`src/rtl/jtp_pkg.sv`:
```
// ============================================================================
// jtp_pkg - shared types and codes for the Johnson-Trotter permuter
// Entry layout, command and status codes, scan control group.
// ============================================================================
package jtp_pkg;

    localparam int VALUE_W  = 16;
    localparam int POS_W    = 4;
    localparam int OP_W     = 2;
    localparam int STATUS_W = 2;

    typedef enum logic [OP_W-1:0] {
        OP_CLEAR  = 2'd0,
        OP_APPEND = 2'd1,
        OP_STEP   = 2'd2,
        OP_NONE   = 2'd3
    } op_t;

    typedef enum logic [STATUS_W-1:0] {
        ST_OK    = 2'd0,
        ST_DONE  = 2'd1,
        ST_FULL  = 2'd2,
        ST_EMPTY = 2'd3
    } status_t;

    // dir = 1 points left
    typedef struct packed {
        logic                      dir;
        logic signed [VALUE_W-1:0] value;
    } entry_t;

    // control for one mobility evaluation
    typedef struct packed {
        logic start;
        logic en;
        logic has_left;
        logic has_right;
    } scan_ctl_t;

endpackage

```
`src/rtl/jtp_store.sv`:
```
// ============================================================================
// jtp_store - element store
// Single write port, single read port, registered read data.
// Read data holds until the next read is issued.
// ============================================================================
module jtp_store #(
    parameter int DEPTH = 16,
    parameter int IDX_W = 4
) (
    input  logic            aclk,
    input  logic            wr_en,
    input  logic [IDX_W-1:0] wr_addr,
    input  jtp_pkg::entry_t wr_data,
    input  logic            rd_en,
    input  logic [IDX_W-1:0] rd_addr,
    output jtp_pkg::entry_t rd_data
);

    jtp_pkg::entry_t mem_reg [DEPTH];
    jtp_pkg::entry_t rd_data_reg;

    always_ff @(posedge aclk) begin
        if (wr_en) begin
            mem_reg[wr_addr] <= wr_data;
        end
    end

    always_ff @(posedge aclk) begin
        if (rd_en) begin
            rd_data_reg <= mem_reg[rd_addr];
        end
    end

    assign rd_data = rd_data_reg;

endmodule

```
`src/rtl/jtp_scan.sv`:
```
// ============================================================================
// jtp_scan - largest mobile element tracker
// Evaluates one element per cycle, when enabled, against its neighbors and keeps the
// largest mobile one seen so far together with its swap partner.
// ============================================================================
module jtp_scan #(
    parameter int IDX_W = 4
) (
    input  logic                aclk,
    input  logic                aresetn,
    input  jtp_pkg::scan_ctl_t  ctl,
    input  logic [IDX_W-1:0]    idx,
    input  jtp_pkg::entry_t     left,
    input  jtp_pkg::entry_t     center,
    input  jtp_pkg::entry_t     right,
    output logic                found,
    output logic                found_next,
    output logic [IDX_W-1:0]    best_idx,
    output logic [IDX_W-1:0]    tgt_idx,
    output jtp_pkg::entry_t     best_entry,
    output jtp_pkg::entry_t     tgt_entry
);

    logic            found_reg;
    logic [IDX_W-1:0] best_idx_reg;
    logic [IDX_W-1:0] tgt_idx_reg;
    jtp_pkg::entry_t best_entry_reg;
    jtp_pkg::entry_t tgt_entry_reg;

    logic mob_left;
    logic mob_right;
    logic take;

    assign mob_left  = center.dir && ctl.has_left &&
                       ($signed(left.value) < $signed(center.value));
    assign mob_right = !center.dir && ctl.has_right &&
                       ($signed(right.value) < $signed(center.value));

    // strict compare: lowest position wins among equal values
    assign take = ctl.en && (mob_left || mob_right) &&
                  (!found_reg || ($signed(center.value) > $signed(best_entry_reg.value)));

    always_ff @(posedge aclk) begin
        if (!aresetn) begin
            found_reg <= 1'b0;
        end else if (ctl.start) begin
            found_reg <= 1'b0;
        end else if (take) begin
            found_reg <= 1'b1;
        end
    end

    always_ff @(posedge aclk) begin
        if (take) begin
            best_idx_reg   <= idx;
            best_entry_reg <= center;
            tgt_idx_reg    <= mob_left ? idx - 1'b1 : idx + 1'b1;
            tgt_entry_reg  <= mob_left ? left : right;
        end
    end

    assign found      = found_reg;
    assign found_next = found_reg || take;
    assign best_idx   = best_idx_reg;
    assign tgt_idx    = tgt_idx_reg;
    assign best_entry = best_entry_reg;
    assign tgt_entry  = tgt_entry_reg;

endmodule

```
`src/rtl/johnson_trotter_permuter_unit.sv`:
```
// ============================================================================
// johnson_trotter_permuter_unit - Johnson-Trotter permutation generator
// Command-driven store of signed values that steps through permutations.
// ============================================================================
// Clear and append complete in the idle state; an append returns one beat.
// A step over n stored elements first sweeps the store through its single
// read port (scan state, then a tail state for the last element) to find
// the largest mobile element, then sends one beat per cycle, while the
// output is not stalled, as the swapped and direction-updated arrangement
// is written back and sent out, positions 0..n-1 with tlast on the final
// one. A new beat is taken only once the previous command is finished and
// the output register is free. Steps on an empty store or with no mobile
// element give a single status beat.
module johnson_trotter_permuter_unit #(
    parameter int MAX_ELEMENTS = 16
) (
    input  logic        aclk,
    input  logic        aresetn,
    input  logic        s_tvalid,
    output logic        s_tready,
    input  logic [15:0] s_tdata,   // [15:0] element_value
    input  logic [1:0]  s_tuser,   // [1:0] opcode
    output logic        m_tvalid,
    input  logic        m_tready,
    output logic [23:0] m_tdata,   // [15:0] out_value, [19:16] out_position, rest 0
    output logic        m_tlast,
    output logic [1:0]  m_tuser    // [1:0] status
);

    localparam int IDX_W = (MAX_ELEMENTS > 1) ? $clog2(MAX_ELEMENTS) : 1;
    localparam int CNT_W = $clog2(MAX_ELEMENTS + 1);
    localparam int POS_W = jtp_pkg::POS_W;

    typedef enum logic [4:0] {
        S_IDLE = 5'b00001,
        S_SCAN = 5'b00010,
        S_TAIL = 5'b00100,
        S_EMIT = 5'b01000,
        S_DONE = 5'b10000
    } state_t;

    state_t state_reg, state_next;

    logic [CNT_W-1:0] cnt_reg, cnt_next;
    logic [CNT_W-1:0] ai_reg, ai_next;
    logic             arr_vld_reg, arr_vld_next;
    logic [IDX_W-1:0] arr_idx_reg, arr_idx_next;
    logic [IDX_W-1:0] ei_reg, ei_next;
    jtp_pkg::entry_t  w0_reg, w0_next;
    jtp_pkg::entry_t  w1_reg, w1_next;

    logic                          m_tvalid_reg, m_tvalid_next;
    logic [jtp_pkg::VALUE_W-1:0]   m_value_reg, m_value_next;
    logic [POS_W-1:0]              m_pos_reg, m_pos_next;
    logic                          m_last_reg, m_last_next;
    jtp_pkg::status_t              m_status_reg, m_status_next;

    logic             slot_free;
    logic             in_fire;
    jtp_pkg::op_t     op;
    logic [IDX_W-1:0] last_idx;

    logic             wr_en;
    logic [IDX_W-1:0] wr_addr;
    jtp_pkg::entry_t  wr_data;
    logic             rd_en;
    logic [IDX_W-1:0] rd_addr;
    jtp_pkg::entry_t  rd_data;

    jtp_pkg::scan_ctl_t sc_ctl;
    logic [IDX_W-1:0]   sc_idx;
    logic               sc_found;
    logic               sc_found_next;
    logic [IDX_W-1:0]   sc_best_idx;
    logic [IDX_W-1:0]   sc_tgt_idx;
    jtp_pkg::entry_t    sc_best_entry;
    jtp_pkg::entry_t    sc_tgt_entry;

    jtp_pkg::entry_t  em_in;
    jtp_pkg::entry_t  em_out;

    jtp_store #(
        .DEPTH (MAX_ELEMENTS),
        .IDX_W (IDX_W)
    ) u_store (
        .aclk    (aclk),
        .wr_en   (wr_en),
        .wr_addr (wr_addr),
        .wr_data (wr_data),
        .rd_en   (rd_en),
        .rd_addr (rd_addr),
        .rd_data (rd_data)
    );

    jtp_scan #(
        .IDX_W (IDX_W)
    ) u_scan (
        .aclk       (aclk),
        .aresetn    (aresetn),
        .ctl        (sc_ctl),
        .idx        (sc_idx),
        .left       (w0_reg),
        .center     (w1_reg),
        .right      (rd_data),
        .found      (sc_found),
        .found_next (sc_found_next),
        .best_idx   (sc_best_idx),
        .tgt_idx    (sc_tgt_idx),
        .best_entry (sc_best_entry),
        .tgt_entry  (sc_tgt_entry)
    );

    assign slot_free = !m_tvalid_reg || m_tready;
    assign s_tready  = (state_reg == S_IDLE) && slot_free;
    assign in_fire   = s_tvalid && s_tready;
    assign op        = jtp_pkg::op_t'(s_tuser);
    assign last_idx  = IDX_W'(cnt_reg - 1'b1);

    // swap applied on the fly, then flip everything larger than the mover
    always_comb begin
        em_in = rd_data;
        if (ei_reg == sc_best_idx) begin
            em_in = sc_tgt_entry;
        end else if (ei_reg == sc_tgt_idx) begin
            em_in = sc_best_entry;
        end
        em_out = em_in;
        if ($signed(em_in.value) > $signed(sc_best_entry.value)) begin
            em_out.dir = !em_in.dir;
        end
    end

    // scan evaluates element k-1 when entry k arrives; the tail cycle
    // handles the last element with no right neighbor
    always_comb begin
        sc_ctl           = '0;
        sc_idx           = arr_idx_reg - 1'b1;
        sc_ctl.start     = in_fire && (op == jtp_pkg::OP_STEP);
        if (state_reg == S_SCAN) begin
            sc_ctl.en        = arr_vld_reg && (arr_idx_reg != '0);
            sc_ctl.has_left  = (sc_idx != '0);
            sc_ctl.has_right = 1'b1;
        end else if (state_reg == S_TAIL) begin
            sc_idx           = last_idx;
            sc_ctl.en        = 1'b1;
            sc_ctl.has_left  = (last_idx != '0);
        end
    end

    always_comb begin
        state_next    = state_reg;
        cnt_next      = cnt_reg;
        ai_next       = ai_reg;
        arr_vld_next  = 1'b0;
        arr_idx_next  = arr_idx_reg;
        ei_next       = ei_reg;
        w0_next       = w0_reg;
        w1_next       = w1_reg;
        m_tvalid_next = m_tvalid_reg && !m_tready;
        m_value_next  = m_value_reg;
        m_pos_next    = m_pos_reg;
        m_last_next   = m_last_reg;
        m_status_next = m_status_reg;
        wr_en         = 1'b0;
        wr_addr       = ei_reg;
        wr_data       = em_out;
        rd_en         = 1'b0;
        rd_addr       = ai_reg[IDX_W-1:0];

        unique case (state_reg)
            S_IDLE: begin
                if (in_fire) begin
                    unique case (op)
                        jtp_pkg::OP_CLEAR: begin
                            cnt_next = '0;
                        end
                        jtp_pkg::OP_APPEND: begin
                            m_tvalid_next = 1'b1;
                            m_last_next   = 1'b1;
                            if (cnt_reg == CNT_W'(MAX_ELEMENTS)) begin
                                m_value_next  = '0;
                                m_pos_next    = '0;
                                m_status_next = jtp_pkg::ST_FULL;
                            end else begin
                                wr_en         = 1'b1;
                                wr_addr       = cnt_reg[IDX_W-1:0];
                                wr_data.dir   = 1'b1;
                                wr_data.value = s_tdata;
                                m_value_next  = s_tdata;
                                m_pos_next    = POS_W'(cnt_reg);
                                m_status_next = jtp_pkg::ST_OK;
                                cnt_next      = cnt_reg + 1'b1;
                            end
                        end
                        jtp_pkg::OP_STEP: begin
                            if (cnt_reg == '0) begin
                                m_tvalid_next = 1'b1;
                                m_last_next   = 1'b1;
                                m_value_next  = '0;
                                m_pos_next    = '0;
                                m_status_next = jtp_pkg::ST_EMPTY;
                            end else begin
                                ai_next    = '0;
                                state_next = S_SCAN;
                            end
                        end
                        jtp_pkg::OP_NONE: begin
                        end
                        default: begin
                        end
                    endcase
                end
            end
            S_SCAN: begin
                if (ai_reg < cnt_reg) begin
                    rd_en        = 1'b1;
                    ai_next      = ai_reg + 1'b1;
                    arr_vld_next = 1'b1;
                    arr_idx_next = ai_reg[IDX_W-1:0];
                end
                if (arr_vld_reg) begin
                    w0_next = w1_reg;
                    w1_next = rd_data;
                    if (arr_idx_reg == last_idx) begin
                        state_next = S_TAIL;
                    end
                end
            end
            S_TAIL: begin
                rd_en   = 1'b1;
                rd_addr = '0;
                ei_next = '0;
                state_next = sc_found_next ? S_EMIT : S_DONE;
            end
            S_EMIT: begin
                if (slot_free) begin
                    wr_en         = 1'b1;
                    m_tvalid_next = 1'b1;
                    m_value_next  = em_out.value;
                    m_pos_next    = POS_W'(ei_reg);
                    m_last_next   = (ei_reg == last_idx);
                    m_status_next = jtp_pkg::ST_OK;
                    if (ei_reg == last_idx) begin
                        state_next = S_IDLE;
                    end else begin
                        rd_en   = 1'b1;
                        rd_addr = ei_reg + 1'b1;
                        ei_next = ei_reg + 1'b1;
                    end
                end
            end
            S_DONE: begin
                if (slot_free) begin
                    m_tvalid_next = 1'b1;
                    m_last_next   = 1'b1;
                    m_value_next  = '0;
                    m_pos_next    = '0;
                    m_status_next = jtp_pkg::ST_DONE;
                    state_next    = S_IDLE;
                end
            end
            default: begin
                state_next = S_IDLE;
            end
        endcase
    end

    always_ff @(posedge aclk) begin
        if (!aresetn) begin
            state_reg    <= S_IDLE;
            cnt_reg      <= '0;
            ai_reg       <= '0;
            arr_vld_reg  <= 1'b0;
            m_tvalid_reg <= 1'b0;
        end else begin
            state_reg    <= state_next;
            cnt_reg      <= cnt_next;
            ai_reg       <= ai_next;
            arr_vld_reg  <= arr_vld_next;
            m_tvalid_reg <= m_tvalid_next;
        end
    end

    always_ff @(posedge aclk) begin
        arr_idx_reg  <= arr_idx_next;
        ei_reg       <= ei_next;
        w0_reg       <= w0_next;
        w1_reg       <= w1_next;
        m_value_reg  <= m_value_next;
        m_pos_reg    <= m_pos_next;
        m_last_reg   <= m_last_next;
        m_status_reg <= m_status_next;
    end

    assign m_tvalid = m_tvalid_reg;
    assign m_tdata  = {4'b0000, m_pos_reg, m_value_reg};
    assign m_tlast  = m_last_reg;
    assign m_tuser  = m_status_reg;

    a_cnt_bound: assert property (@(posedge aclk) disable iff (!aresetn)
        cnt_reg <= CNT_W'(MAX_ELEMENTS))
        else $error("element count beyond capacity");

    a_no_rw_clash: assert property (@(posedge aclk) disable iff (!aresetn)
        (wr_en && rd_en) |-> (wr_addr != rd_addr))
        else $error("store read and write hit the same entry");

    a_emit_has_mover: assert property (@(posedge aclk) disable iff (!aresetn)
        (state_reg == S_EMIT) |-> sc_found)
        else $error("emitting without a mobile element");

    a_status_last: assert property (@(posedge aclk) disable iff (!aresetn)
        (m_tvalid && (m_tuser != jtp_pkg::ST_OK)) |-> m_tlast)
        else $error("status beat not marked last");

endmodule

```
`config.mk`:
```
export PLATFORM = sky130hd
export DESIGN_NAME = johnson_trotter_permuter_unit
export DESIGN_NICKNAME = d
export VERILOG_FILES = /design/src/rtl/jtp_pkg.sv /design/src/rtl/jtp_store.sv /design/src/rtl/jtp_scan.sv /design/src/rtl/johnson_trotter_permuter_unit.sv
export SDC_FILE = /design/constraint.sdc
export NUM_CORES = 1
export LEC_CHECK = 0
export ABC_AREA = 1
export BUFFER_PORTS_ARGS = -buffer_cell sky130_fd_sc_hd__buf_2
export CAP_MARGIN = 20
export CORE_ASPECT_RATIO = 0.6
export CORE_MARGIN = 8
export CORE_UTILIZATION = 50
export DETAILED_ROUTE_END_ITERATION = 10
export HOLD_SLACK_MARGIN = 0.15
export PLACE_DENSITY = 0.65
export SETUP_SLACK_MARGIN = 0.15
export SYNTH_ARGS = -nofsm -noshare
export SYNTH_HDL_FRONTEND = slang
export SYNTH_SLANG_ARGS = --single-unit
```
`constraint.sdc`:
```
create_clock -name aclk -period 14.3 [get_ports aclk]
set_input_delay 2.86 -clock aclk [delete_from_list [all_inputs] [get_ports aclk]]
set_output_delay 2.86 -clock aclk [all_outputs]
set_load 0.02 [all_outputs]
```
==> results of run 1 <==
-- worst paths after layout --
check / startpoint / endpoint / slack (ps)
min: ai_reg[4]$_SDFFE_PN0P_ / ai_reg[4]$_SDFFE_PN0P_ / 500
max reg2reg: cnt_reg[0]$_SDFFE_PN0P_ / u_store.rd_data[11]$_DFFE_PP_ / 9820
min reg2reg: ai_reg[4]$_SDFFE_PN0P_ / ai_reg[4]$_SDFFE_PN0P_ / 500
max: m_tready / s_tready / 7770
-- synthesized netlist by cell type (all sizes together) --
cell and count:
a21oi 49, o21ai 62, nand3 335, xor2 11, ha 79, nor3 8, nor2 68, xnor2 7
and3 1, clkbuf 21, conb 1, o22ai 21, a21boi 1, buf 68, o2111ai 1, o21bai 1
clkinv 2, fa 1, a22oi 1, or2 1, nand3b 31, nor3b 1, dfxtp 18, nand4 11
edfxtp 396, a31oi 1, inv 301, o21a 3, o211ai 20, nor4 2, o32ai 2, nand2 439
-- layout make-up --
| cell class | instances | area, sq um | area share (%) |
|---|---|---|---|
| timing repair buffer | 80 | 561 | 2.54 |
| inverter | 303 | 1140 | 5.15 |
| clock buffer | 51 | 1070 | 4.87 |
| multi-input combinational | 1161 | 6220 | 28.2 |
| sequential | 414 | 12300 | 55.5 |
| clock inverter | 19 | 170 | 0.771 |
| tap | 522 | 653 | 2.96 |
-- per-stage QoR --
| stage | instance area (sq um) | cells | total power, uW | util (%) |
|---|---|---|---|---|
| 2_1_floorplan | 20000 | 1967 | 1390 | - |
| 5_1_grt | 22100 | 2550 | 2500 | 56.2 |
| 3_3_place_gp | 20700 | 2475 | 1420 | 52.8 |
| 6_report | 22100 | 2550 | 2440 | 56.2 |
| 4_1_cts | 22000 | 2545 | 2450 | 55.9 |
| 3_5_place_dp | 20700 | 2475 | 1420 | 52.8 |
-- report_power, final --
group | internal [uW] | switching, uW | total, uW
Sequential | 1330 | 2.94 | 1330
Combinational | 17.1 | 49.5 | 66.6
Clock | 585 | 459 | 1040
Total | 1930 | 512 | 2440
-- kinds of logic after synthesis --
kind of cell             after synthesis
adder cells (fa/ha/maj)               80
other                                  1
AO/OA/AOI/OAI                        162
AND/OR/NAND/NOR                      897
buffers and inverters                392
XOR/XNOR                              18
flip-flops                           414
-- metal layers --
layer  track usage (%)  vias up  part of all wire (%)
met5                 0        -                     0
met4              6.05        0                   2.2
met3              6.11       91                    11
met2              32.3      708                    41
met1              34.3     6981                    45
li1                  -     6724                     -
-- critical path: cells and delay by family --
family	cells	cell delay [ps]
buf+inv	2	290
simple gates	2	520
==> results.yml, run 1 <==
timing:
  tightest_slew_ps: 1180
  slew_viol_final: 0
  setup_viol: 0
  max_slew_margin_pct: 20.8
  hold-worst-slack_ps: 504
  fin_crit_ps: 6530
  period_share_pct: 45.6
  fin_skew_ps: 21.1
  rsz0062_at_grt: "false"
  fin_setup_tns_ps: 0
  hold_viol: 0
  setup_slack_ps: 7770
  clock.fmax_ghz: 0.153
layout:
  nets: 2101
  fillers: 3396
  final_cell_mix: "nand2_1 (430), edfxtp_1 (396), nand3_1 (333), inv_1 (292), ha_1 (79)"
  area_growth_pct: 10.6
  n_antenna_cell: 0
  layout-drive-gt1-share_pct: 8.97
  largest_reg_flops: 272
  final_common_cell: "nand2_1"
setup_path:
  path_class: "in -> out"
  required_ps: 11440
  end_kind: "output pin"
  cp-start-kind: "input port"
  r2r_cells: 17
  crit_chain: "buf_2 -> nor2_1 -> nor2_1 -> buf_2"
  critPathMaxFanout: 5
  arrival_ps: 3670
  critPathMaxStageDelay_ps: 380
  worst_path_max_delay_cell: "nor2_1"
synth:
  yosysTopAreaCell: "edfxtp_1"
  ys_seq_area_share_pct: 61.4
  synthMuxAreaShare_pct: 0
  synthAdderAreaFrac_pct: 5.05
  synth_top_family_by_area: "simple AND/OR/NAND/NOR gates"
  synth_cell_type_count: 44
  yosysWarnings: 0
  synth-simple-area-share_pct: 20.1
  synth_compound_area_share_pct: 4.68
  ys_ff_latch: 414
  synthTopCellsByArea: "edfxtp_1 (60%), nand3_1 (8.4%), nand2_1 (8.1%)"
  synth.top_cell.area_share_pct: 59.6
  postSynthCellCount: 1964
  netlist_area_sq_um: 20000
  synthXorXnorAreaFrac_pct: 0.790
  syn_avg_cell_area_sq_um: 10.2
routing:
  num_vias: 14504
  vias_per_cell: 5.69
  wl_per_cell_um: 21.2
  antenna_left: 0
  firstDrtPassIters: 6
  drt_iter0_drc: 1674
  wirelength_um: 54100
  drc: 0
floorplanning:
  rows: 56
  dieArea_sq_um: 46800
  io_pins: 51
  die_h_um: 171
  core_sq_um: 39200
  initial_core_util_pct: 50.9
  fp.dieW_um: 274
clock_network:
  insertion_delay_ps: 550
  cts_made_buffers: 39
  clkSlewWorstSetupHoldPaths_ps: 70
  cts_max_path_buffers: 3
  clock_sinks: 414
  cts-root-buf: "clkbuf_16"
  htree_levels: 2
  cts.repair.resized: 0
  cts_setup_buffers: 0
  ctsHoldBuffers: 0
  tritoncts: "done"
job:
  maxCapViolations: 0
power:
  p_leak_uw: 0.00919
  p_per_area_nw_per_um2: 111
  vdd_drop_max_mv: 0.126
global_routing:
  grt_pass1_wl_um: 82300
  antenna_found_initial: 2
  grt-ovfl-total: 0
  gr-usage-all-layers_pct: 22.8
  grt_pass1_vias: 13855
  grt_start_max_net_pins: 108
place:
  gp_congestion: 0.929
  io_buffer_count: 46
  hpwl_um: 34900
  dp_slack_ps: 7650
min_path:
  worstHoldPathCells: 2
  min_path_type: "reg -> reg"
outcome:
  outcome: "finished clean"
Note: power is estimated with default switching activity, not from simulation.
==> run 2, diff against run 1 <==
==> constraint.sdc (replaced) <==
create_clock -name aclk -period 6.55 [get_ports aclk]
set_input_delay 1.31 -clock aclk [delete_from_list [all_inputs] [get_ports aclk]]
set_output_delay 1.31 -clock aclk [all_outputs]
set_load 0.02 [all_outputs]
==> run 2 against run 1 <==
Compared with the run above:
- hold slack improved by 3.9 ps
- power increased by 120%
- count of clock-buffer cells in the layout decreased by 3
- largest power group unchanged
==> results.yml, run 2 (same netlist as run 1, synthesis figures left out) <==
floorplanning:
  rows: 56
  core_sq_um: 39200
  die_h_um: 171
  fp.dieW_um: 274
  dieArea_sq_um: 46800
  io_pins: 51
  initial_core_util_pct: 50.9
routing:
  wirelength_um: 54400
  vias_per_cell: 5.69
  drc: 0
  wl_per_cell_um: 21.4
  antenna_left: 0
  drt_iter0_drc: 1769
  num_vias: 14461
  firstDrtPassIters: 6
timing:
  rsz0062_at_grt: "false"
  setup_viol: 0
  fin_crit_ps: 4330
  setup_slack_ps: 2220
  hold_viol: 0
  fin_setup_tns_ps: 0
  fin_skew_ps: 25.6
  slew_viol_final: 0
  tightest_slew_ps: 1170
  max_slew_margin_pct: 22.2
  clock.fmax_ghz: 0.231
  period_share_pct: 66.1
job:
  maxCapViolations: 0
setup_path:
  cp_common_cell: "nand2_1"
  worst_path_max_delay_cell: "nand2_4"
  critPathMaxFanout: 70
  critPathMaxStageDelay_ps: 630
  arrival_ps: 4610
  cp-start-kind: "flip-flop"
  end_kind: "flip-flop"
  path_class: "reg -> reg"
  required_ps: 6830
  crit_chain: "inv_2 -> ha_1 -> inv_1 -> nand2_1 -> nand4_1 -> nor2_2 -> nand2_2 -> nand2_2 -> nand2_4 -> nand2_4 -> nand2_4 -> buf_12 -> nand2_1 -> nand2_1 -> nand2_1 -> nand3_1 -> nand3_1 -> nand2_1"
global_routing:
  grt-ovfl-total: 0
  grt_start_max_net_pins: 74
  antenna_found_initial: 3
  grt_pass1_wl_um: 82400
  gr-usage-all-layers_pct: 23.0
  grt_pass1_vias: 13783
place:
  io_buffer_count: 46
  hpwl_um: 35900
  dp.cells: 2474
  dp_slack_ps: 1800
  gp_congestion: 0.966
clock_network:
  clkSlewWorstSetupHoldPaths_ps: 70
  cts_made_buffers: 40
  cts_max_path_buffers: 3
  insertion_delay_ps: 550
  cts_setup_buffers: 0
  ctsHoldBuffers: 0
  htree_levels: 2
  clock_sinks: 414
  cts.repair.resized: 0
  tritoncts: "done"
  cts-root-buf: "clkbuf_16"
power:
  p_leak_uw: 0.00910
  p_per_area_nw_per_um2: 241
  vdd_drop_max_mv: 0.254
layout:
  n_antenna_cell: 0
  largest_reg_flops: 272
  nets: 2096
  area_growth_pct: 9.86
  layout-drive-gt1-share_pct: 8.86
  seq_area_sq_um: 12300
  final_common_cell: "nand2_1"
  multi_input_area_sq_um: 6220
  final_cell_mix: "nand2_1 (430), edfxtp_1 (396), nand3_1 (333), inv_1 (292), ha_1 (79)"
  fillers: 3393
  layout.cells.non_filler: 2543
min_path:
  min_path_type: "reg -> reg"
outcome:
  outcome: "finished clean"
## run 2: cell count changes in the layout (fill, tap and decap cells not counted), sizes merged
cell and change:
bufinv -1, buf -6, clkinv +3, clkbuf -3
## run 2: critical path, delay by kind of cell (launching register included)
kind | cells | cell delay [ps]
and+or+nand+nor | 14 | 2310
buffers and inverters | 3 | 730
DFF | 1 | 520
adders and majority gates | 1 | 450
## run 2: path summary, 6_finish.rpt
| kind | depth (start not counted) | slack [ps] | end | from |
|---|---|---|---|---|
| hold / removal | 0 | 510 | w0_reg[14]$_DFFE_PP_ | w1_reg[14]$_DFFE_PP_ |
| setup reg to reg | 18 | 2220 | u_store.rd_data[5]$_DFFE_PP_ | cnt_reg[0]$_SDFFE_PN0P_ |
| hold reg to reg | 0 | 510 | w0_reg[14]$_DFFE_PP_ | w1_reg[14]$_DFFE_PP_ |
| setup / recovery | 18 | 2220 | u_store.rd_data[5]$_DFFE_PP_ | cnt_reg[0]$_SDFFE_PN0P_ |
## run 2: per-stage QoR
stage               hold WS (ps)  power (uW)  util [%]  area, sq um
floorplan                    450        3050         -        20000
global placement             494        3120      52.8        20700
detailed placement           498        3120      52.8        20700
CTS                          511        5300      55.9        21900
global route                 530        5410      55.9        21900
finish                       508        5280      55.9        21900
## run 2: cell type report
cell class | instances | share of cell area [%]
sequential | 414 | 55.9
clock inverter | 21 | 0.719
tap | 522 | 2.98
clock buffer | 48 | 4.80
inverter | 303 | 5.19
multi-input combinational | 1161 | 28.4
timing repair buffer | 74 | 2.07
## run 2: power by group
part           leakage (uW)  switching, uW  internal, uW
Combinational       0.00480            123          39.3
Clock              0.000591            994          1220
Sequential          0.00370           6.13          2900
Total               0.00910           1120          4160
## run 2: layer usage
| layer | vias to the layer above | routed length (um) | global-route usage (%) | part of all wire [%] |
|---|---|---|---|---|
| li1 | 6717 | - | - | - |
| met1 | 6935 | 23900 | 33.6 | 44 |
| met2 | 708 | 22700 | 33.5 | 42 |
| met3 | 99 | 6380 | 6.37 | 12 |
| met4 | 2 | 1290 | 5.53 | 2.4 |
| met5 | - | 139 | 2.21 | 0.26 |
